[src/smm_pkg.sv]
`default_nettype none
package smm_pkg;

   // Largest matrix dimension held in the element stores
   localparam int MaxDim = 64;
   localparam int IdxBits = $clog2(MaxDim);
   localparam int AddrBits = 2 * IdxBits;
   localparam int Depth = MaxDim * MaxDim;
   localparam int CntBits = $clog2(MaxDim + 1);

   // Fixed field widths
   localparam int ElemBits = 16;
   localparam int ProdBits = 2 * ElemBits;
   localparam int SumBits = 38;
   localparam int SizeBits = 7;
   localparam int PortIdxBits = 6;

   // Request modes
   localparam logic [1:0] ModeWriteA = 2'd0;
   localparam logic [1:0] ModeWriteB = 2'd1;
   localparam logic [1:0] ModeCompute = 2'd2;

   typedef enum logic [1:0] {
      StIdle,
      StIssue,
      StDrain,
      StHold
   } state_type;

   typedef struct packed {
      logic clear;
      logic data_vld;
   } mac_ctl_type;

   // Clamp the programmed size to the store dimension
   function automatic logic [CntBits-1:0] active_size(input logic [SizeBits-1:0] size);
      if (int'(size) > MaxDim) begin
         return CntBits'(MaxDim);
      end
      return CntBits'(size);
   endfunction

   // Map a port index onto a store index
   function automatic logic [IdxBits-1:0] to_idx(input logic [PortIdxBits-1:0] idx);
      return IdxBits'(idx);
   endfunction

endpackage
`default_nettype wire

[src/smm_mac.sv]
`default_nettype none
module smm_mac (
   input  wire logic                                clock,
   input  wire logic                                reset,
   input  wire smm_pkg::mac_ctl_type                ctl,
   input  wire logic signed [smm_pkg::ElemBits-1:0] a_elem,
   input  wire logic signed [smm_pkg::ElemBits-1:0] b_elem,
   output logic signed      [smm_pkg::SumBits-1:0]  acc,
   output logic                                     busy
);

   logic signed [smm_pkg::ProdBits-1:0] prod_ff;
   logic                                prod_vld_ff;
   logic signed [smm_pkg::SumBits-1:0]  acc_ff;
   logic signed [smm_pkg::SumBits-1:0]  acc_in;

   // Register the product of one element pair
   always_ff @(posedge clock) begin
      prod_ff <= a_elem * b_elem;
      if (reset) begin
         prod_vld_ff <= 1'b0;
      end else begin
         prod_vld_ff <= ctl.data_vld;
      end
   end

   // Clear on a new dot product, otherwise add the registered product when it is valid
   always_comb begin
      acc_in = acc_ff;
      if (ctl.clear) begin
         acc_in = '0;
      end else if (prod_vld_ff) begin
         acc_in = acc_ff + {{(smm_pkg::SumBits - smm_pkg::ProdBits){prod_ff[smm_pkg::ProdBits-1]}},
                            prod_ff};
      end
   end

   always_ff @(posedge clock) begin
      acc_ff <= acc_in;
   end

   assign acc = acc_ff;
   assign busy = prod_vld_ff;

endmodule
`default_nettype wire

[config.mk]
export PLATFORM = sky130hd
export DESIGN_NAME = smm_mac
export DESIGN_NICKNAME = d
export VERILOG_FILES = /design/src/smm_pkg.sv /design/src/smm_mac.sv
export SDC_FILE = /design/constraint.sdc
export NUM_CORES = 1
export LEC_CHECK = 0
export BUFFER_PORTS_ARGS = -buffer_cell sky130_fd_sc_hd__buf_2
export CORE_UTILIZATION = 50
export CTS_BUF_LIST = sky130_fd_sc_hd__clkbuf_8
export CTS_CLUSTER_SIZE = 25
export DETAILED_ROUTE_END_ITERATION = 10
export HOLD_SLACK_MARGIN = 0.05
export PLACE_DENSITY = 0.64
export RECOVER_POWER = 50
export SLEW_MARGIN = 20
export SYNTH_ARGS = -nofsm -noshare
export SYNTH_HDL_FRONTEND = slang
export SYNTH_SLANG_ARGS = --single-unit
[constraint.sdc]
create_clock -name clock -period 14.7 [get_ports clock]
set_clock_uncertainty 0.15 [all_clocks]
set_input_delay 2.205 -clock clock [delete_from_list [all_inputs] [get_ports clock]]
set_output_delay 2.205 -clock clock [all_outputs]
set_load 0.01 [all_outputs]
Word-level counts from Yosys, hierarchy flattened
Index checks and enable logic that the tools add are counted.

word-level totals
  memory bits (writable) = 0
  output and inout bits = 39
  ROM bits = 0
  input bits = 36
  bits in latches = 0
  memories kept = 0
  register bits after elaboration = 71

cells by class
  $lt $le $gt $ge = 0
  multipliers = 1
  shift-type cells = 0
  div/mod/pow operators = 0
  add/sub/neg operators = 1
  mux-type cells = 0
  bitwise logic cells = 0
  eq/ne operators = 0
  reduce and logical (&&, ||, !) cells = 0

operators by type and width
  operator                                        count
  38-bit adder                                    1
  16-bit by 16-bit multiplier with 32-bit output  1

Logic depth before layout (Yosys ltp)
Gate-level depths: netlist of run 1.

  depth after elaboration = 1
  depth in mapped cells = 22
  depth with buffers taken out = 21

Worst setup path after synthesis of run 1
OpenSTA, ideal clock, no wires.

  path kind = input-to-reg
  from = input port b_elem[1] in the netlist's numbering
  to = register prod_ff[31] in the netlist's numbering
  data arrival time = 7.545 ns
  path slack = 6.884 ns
  data required time = 14.429 ns
  cell stages on the path = 20
  buffers on the path = 1
  library setup time = 0.121 ns
  cells stage by stage = clkbuf_1 nand2_1 inv_1 fa_1 fa_1 fa_1 fa_1 fa_1 inv_1 fa_1 inv_1 ha_1 and4_1 and2_1 nand4_1 a31oi_1 o22ai_1 or3_1 a31oi_1 xnor2_1

between the ends
  word-level cells in the longest chain between the ends = 1

ends and longest elaborated chain
  element                                         RTL line       RTL
  start, declared                                 smm_mac.sv:7   input wire logic signed [smm_pkg::ElemBits-1:0] b_elem,
  16-bit by 16-bit multiplier with 32-bit output  smm_mac.sv:19  prod_ff <= a_elem * b_elem;
  end signal, assigned                            smm_mac.sv:19
  end, declared                                   smm_mac.sv:12  logic signed [smm_pkg::ProdBits-1:0] prod_ff;

No other way between the ends.
A chain may end at the register's enable or synchronous reset.

Worst setup path in the final report of run 1
  from = input port b_elem[1] in the netlist's numbering
  to = register prod_ff[30] in the netlist's numbering

The elaborated chain is that of the path after synthesis.

==> results.cfg, run 1 <==
[floorplanning]
placementRows = 60
io_pins = 75
dieArea_mm2 = 0.02821
core_mm2 = 0.02695
start_util = 0.5110
dieWidth_um = 168.0
die_h_um = 168.0

[clock_tree]
cts_setup_buffers = 0
cts.sinks = 71
post_cts_resized = 0
cts_hold_buf = 0
clock_path_buffers = 2
clkTransAtPathRegs_ns = 0.09
cts_root_buf = clkbuf_8
htreeDepth = 3
cts_tree = done
cts_buffers = 9
insertion_delay_ns = 0.36

[setup_path]
cp.arrival_ns = 8.21
worstPathMaxFanout = 16
critPathLaunchType = input pin
cp.required_ns = 14.84
endpoint_kind = flip-flop
path_class = input pin to flip-flop

[yosys]
yosysWarnings = 0
yosys_register_bits = 71
syn-num-nets = 1948
synth_area_mm2 = 0.01377
ys_types = 59
synth_fa_ha_area_frac = 0.4904
synthSimpleGateAreaFrac = 0.1631
synth_top_area_frac = 0.3823
yosys-top-cells-area = fa_1, ha_1, dfxtp_1
synthCells = 1530
synth_compound_area_frac = 0.09411
synth_seq_area_share = 0.1032
syn_avg_cell_area_um2 = 9.002
synth_xor_xnor_area_share = 0.03625
synthMuxAreaShare = 0.01826
synth_top_family_by_area = adder cells
synth_top_cell_by_area = fa_1
synth_edf_count = 0
synthFlopType = dfxtp_1
ys_async_sr_fraction = 0

[cells_and_area]
fin_nets = 1987
layout_commonest_cell = inv_1
syn2layout_area_growth_pct = 5.914
drive_gt1_frac = 0.04384
layout_common_cells = inv_1, fa_1, nand2_1
fill_cells = 2531
antenna_cells = 0

[global_route]
grt_overflow = 0
grt_usage = 0.2367
antenna_found_initial = 0
grt_pass1_wl_um = 53520
grt_pass1_vias = 10620
grt_max_degree = 55

[detailed_routing]
routed_wirelength_um = 31980
post_drt_wl_per_cell_um = 16.70
dr.first_iter.drc_count = 579
drcViolationCount = 0
drtPass1Iterations = 5
vias = 10190
viasPerCell = 5.321
final_antenna_net_count = 0

[worst_hold_path]
min-delay-path-class = flip-flop to flip-flop

[placed_design]
hpwlAfterDp_um = 26260
globalplace.congestion = 0.8850
io_buffers = 74

[sta]
timing.final.crit_share = 0.5484
max_freq_mhz = 124.0
setup_violations = 0
fin_setup_tns_ns = 0
slew_viol_final = 55
hold_viol = 0
slew_headroom = -0.6071
rsz0062_at_grt = no
fin_crit_ns = 8.061
tightest_slew_ns = 2.411

[outcome]
failed_checks = max-capacitance violations, max-slew violations
status = complete, but fails checks

[flow_run]
drv_cap = 1
[final cells by class]
type	count	area, um^2	share of cell area
Multi-Input combinational cell	1112	11050	0.7573
Sequential cell	71	1423	0.09752
Inverter	300	1126	0.07719
Tap cell	341	426.7	0.02925
Timing Repair Buffer	75	337.8	0.02316
Clock buffer	9	123.9	0.008491
Clock inverter	7	103.9	0.007119
[kinds of logic after synthesis]
| group | after synthesis |
|---|---|
| compound gates | 199 |
| xor+xnor | 57 |
| fa+ha+maj | 382 |
| buf+inv | 347 |
| flops | 71 |
| mux | 25 |
| simple gates | 449 |
[Yosys cell counts, types with 4 or more instances]
cell type and count:
nand4_1 9, xor2_1 12, and2_1 129, a21oi_1 53, o21a_1 7, o211ai_1 4, and3_1 6, or3_1 6
nor3_1 15, a31oi_1 9, nand2_1 157, ha_1 119, nor2_1 69, o21bai_1 15, nor3b_1 5, nand3_1 16
nor2b_1 5, o21ai_1 6, a211o_1 4, dfxtp_1 71, inv_1 300, o21ai_0 35, o31ai_1 5, nand2b_1 11
a2111oi_0 5, nor4b_1 4, mux2i_1 24, nor4_1 5, fa_1 263, clkbuf_1 43, a21o_1 20, a211oi_1 13
xnor2_1 45
[flip-flops by register name (all words and copies together), names as in the netlist]
signal   flops
prod_ff     32
acc         38
busy         1
[final timing paths]
| check | from | to | slack, ns | cells past startpoint |
|---|---|---|---|---|
| setup / recovery | b_elem[1] | prod_ff[30]$_DFF_P_ | 6.64 | 20 |
| hold / removal | acc[32]$_SDFFE_PP0P_ | acc[32]$_SDFFE_PP0P_ | 0.34 | 2 |
| setup reg to reg | acc[0]$_SDFFE_PP0P_ | acc[24]$_SDFFE_PP0P_ | 11.17 | 11 |
| hold reg to reg | acc[32]$_SDFFE_PP0P_ | acc[32]$_SDFFE_PP0P_ | 0.34 | 2 |
[worst max-delay path, cell delays in order]
cell,delay [ns]
buf_2,0.29
nand2_1,0.14
fa_1,0.52
fa_1,0.51
fa_1,0.52
inv_1,0.06
fa_1,0.48
fa_1,0.49
inv_1,0.05
fa_1,0.47
inv_1,0.04
ha_1,0.35
a21oi_1,0.20
a21boi_0,0.13
a211oi_1,0.54
o21ai_1,0.24
o311ai_1,0.37
nand3_1,0.19
a211o_1,0.29
nand3_1,0.10
[stage by stage]
stage | setup WS, ns | instances | util | cell area [um^2] | hold slack (ns)
after floorplan | 6.884 | 1530 | - | 13770 | 0.3484
after global placement | 6.415 | 1899 | 0.5343 | 14400 | 0.3309
after detailed placement | 6.252 | 1899 | 0.5343 | 14400 | 0.3277
after CTS | 6.636 | 1915 | 0.5428 | 14630 | 0.3407
after global routing | 6.335 | 1915 | 0.5413 | 14590 | 0.3713
final | 6.639 | 1915 | 0.5413 | 14590 | 0.3432
[metal layers]
metal | up-vias | global-route usage | share of wire
met1 | 5048 | 0.3131 | 0.45
met3 | 38 | 0.01834 | 0.029
met5 | - | 0 | 0
li1 | 4884 | - | -
met2 | 219 | 0.4192 | 0.50
met4 | 0 | 0.06183 | 0.019
Power of run 1 is left out: the tool's default activity adds up to more than one toggle a clock period on the data nets, which glitch-free logic cannot reach.
==> run 2, diff against run 1 <==
==> constraint.sdc (replaced) <==
create_clock -name clock -period 7.6 [get_ports clock]
set_clock_uncertainty 0.15 [all_clocks]
set_input_delay 1.14 -clock clock [delete_from_list [all_inputs] [get_ports clock]]
set_output_delay 1.14 -clock clock [all_outputs]
set_load 0.01 [all_outputs]
==> results.cfg, run 2 (synthesis results as in run 1) <==
[sta]
slew_headroom = -0.5598
tightest_slew_ns = 2.340
timing.final.crit_share = 0.9026
max_freq_mhz = 145.8
setup_violations = 0
fin_crit_ns = 6.860
fin_setup_tns_ns = 0
timing.final.ws_setup_ns = 0.7402
hold_viol = 0
rsz0062_at_grt = no
slew_viol_final = 55

[placed_design]
io_buffers = 74
dpl_cell_area_mm2 = 0.01445
hpwlAfterDp_um = 26050
pre_cts_ws_ns = 0.3768
globalplace.congestion = 0.9317

[setup_path]
worstPathMaxFanout = 9
path_class = input pin to flip-flop
endpoint_kind = flip-flop
cp.required_ns = 7.75
cp.arrival_ns = 7.01
critPathLaunchType = input pin

[clock_tree]
post_cts_resized = 0
cts_hold_buf = 0
insertion_delay_ns = 0.36
cts_root_buf = clkbuf_8
cts_setup_buffers = 0
cts_buffers = 9
clock_path_buffers = 2
htreeDepth = 3
clkTransAtPathRegs_ns = 0.08
cts.sinks = 71
cts_tree = done

[outcome]
failed_checks = max-capacitance violations, max-slew violations
status = complete, but fails checks

[cells_and_area]
layout_common_cells = inv_1, fa_1, nand2_1
fin_area_mm2 = 0.01456
fin_util = 0.5402
layout_commonest_cell = inv_1
syn2layout_area_growth_pct = 5.705
largest_reg_flops = 38
drive_gt1_frac = 0.04114
fin_nets = 1993
antenna_cells = 0

[worst_hold_path]
min-delay-path-class = flip-flop to flip-flop

[global_route]
grt_pass1_vias = 10320
grt_overflow = 0
grt_usage = 0.2296
grt_max_degree = 55
grt_pass1_wl_um = 51810
antenna_found_initial = 0

[flow_run]
drv_cap = 1

[detailed_routing]
dr.first_iter.drc_count = 529
vias = 10260
final_antenna_net_count = 0
drtPass1Iterations = 5
viasPerCell = 5.339
post_drt_wl_per_cell_um = 16.22
routed_wirelength_um = 31150
drcViolationCount = 0

[floorplanning]
start_util = 0.5110
io_pins = 75
dieArea_mm2 = 0.02821
dieWidth_um = 168.0
core_mm2 = 0.02695
die_h_um = 168.0
placementRows = 60
## run 2: cell types whose count changed in the layout (fill, tap and decap cells not counted), sizes merged
cell	before	now
inv	303	301
clkbuf	41	50
clkinvlp	0	3
clkinv	2	3
buf	43	40
bufinv	2	0
## run 2: final cells by class
type / instances / area (um^2)
fill: 2545 / 12390
multi-input combinational: 1112 / 11050
sequential: 71 / 1423
inverter: 300 / 1126
tap: 341 / 426.7
timing repair buffer: 81 / 371.6
clock buffer: 9 / 123.9
clock inverter: 7 / 41.29
## run 2: stage by stage
| stage | instances | hold WS [ns] |
|---|---|---|
| final | 1921 | 0.3457 |
| after global routing | 1921 | 0.3816 |
| after CTS | 1921 | 0.3428 |
| after detailed placement | 1905 | 0.3307 |
| after global placement | 1905 | 0.3282 |
| after floorplan | 1530 | 0.3484 |
## run 2: path summary, 6_finish.rpt
path	start	end	slack, ns	cells after the start
worst max-delay path	a_elem[10]	prod_ff[30]$_DFF_P_	0.74	21
worst min-delay path	acc[32]$_SDFFE_PP0P_	acc[32]$_SDFFE_PP0P_	0.35	2
worst max register to register	acc[0]$_SDFFE_PP0P_	acc[24]$_SDFFE_PP0P_	4.06	11
worst min register to register	acc[32]$_SDFFE_PP0P_	acc[32]$_SDFFE_PP0P_	0.35	2
## run 2: critical path, cell delays in order
cell       delay, ns
buf_2           0.22
buf_4           0.21
nand2_1         0.09
fa_1            0.56
inv_1           0.05
fa_1            0.47
fa_1            0.62
fa_1            0.45
fa_1            0.49
inv_1           0.05
fa_1            0.47
inv_1           0.04
ha_1            0.32
a2111oi_0       0.51
o31ai_1         0.16
o21ai_0         0.10
o21ai_1         0.14
o311ai_1        0.36
nand3_1         0.19
a211o_1         0.29
nand3_1         0.08
## run 2: layer usage
layer	global-route usage	part of all wire
met1	0.3206	0.47
met2	0.3797	0.47
met3	0.03197	0.049
met4	0.05146	0.013
met5	0	0
Power of run 2 is left out for the same reason.
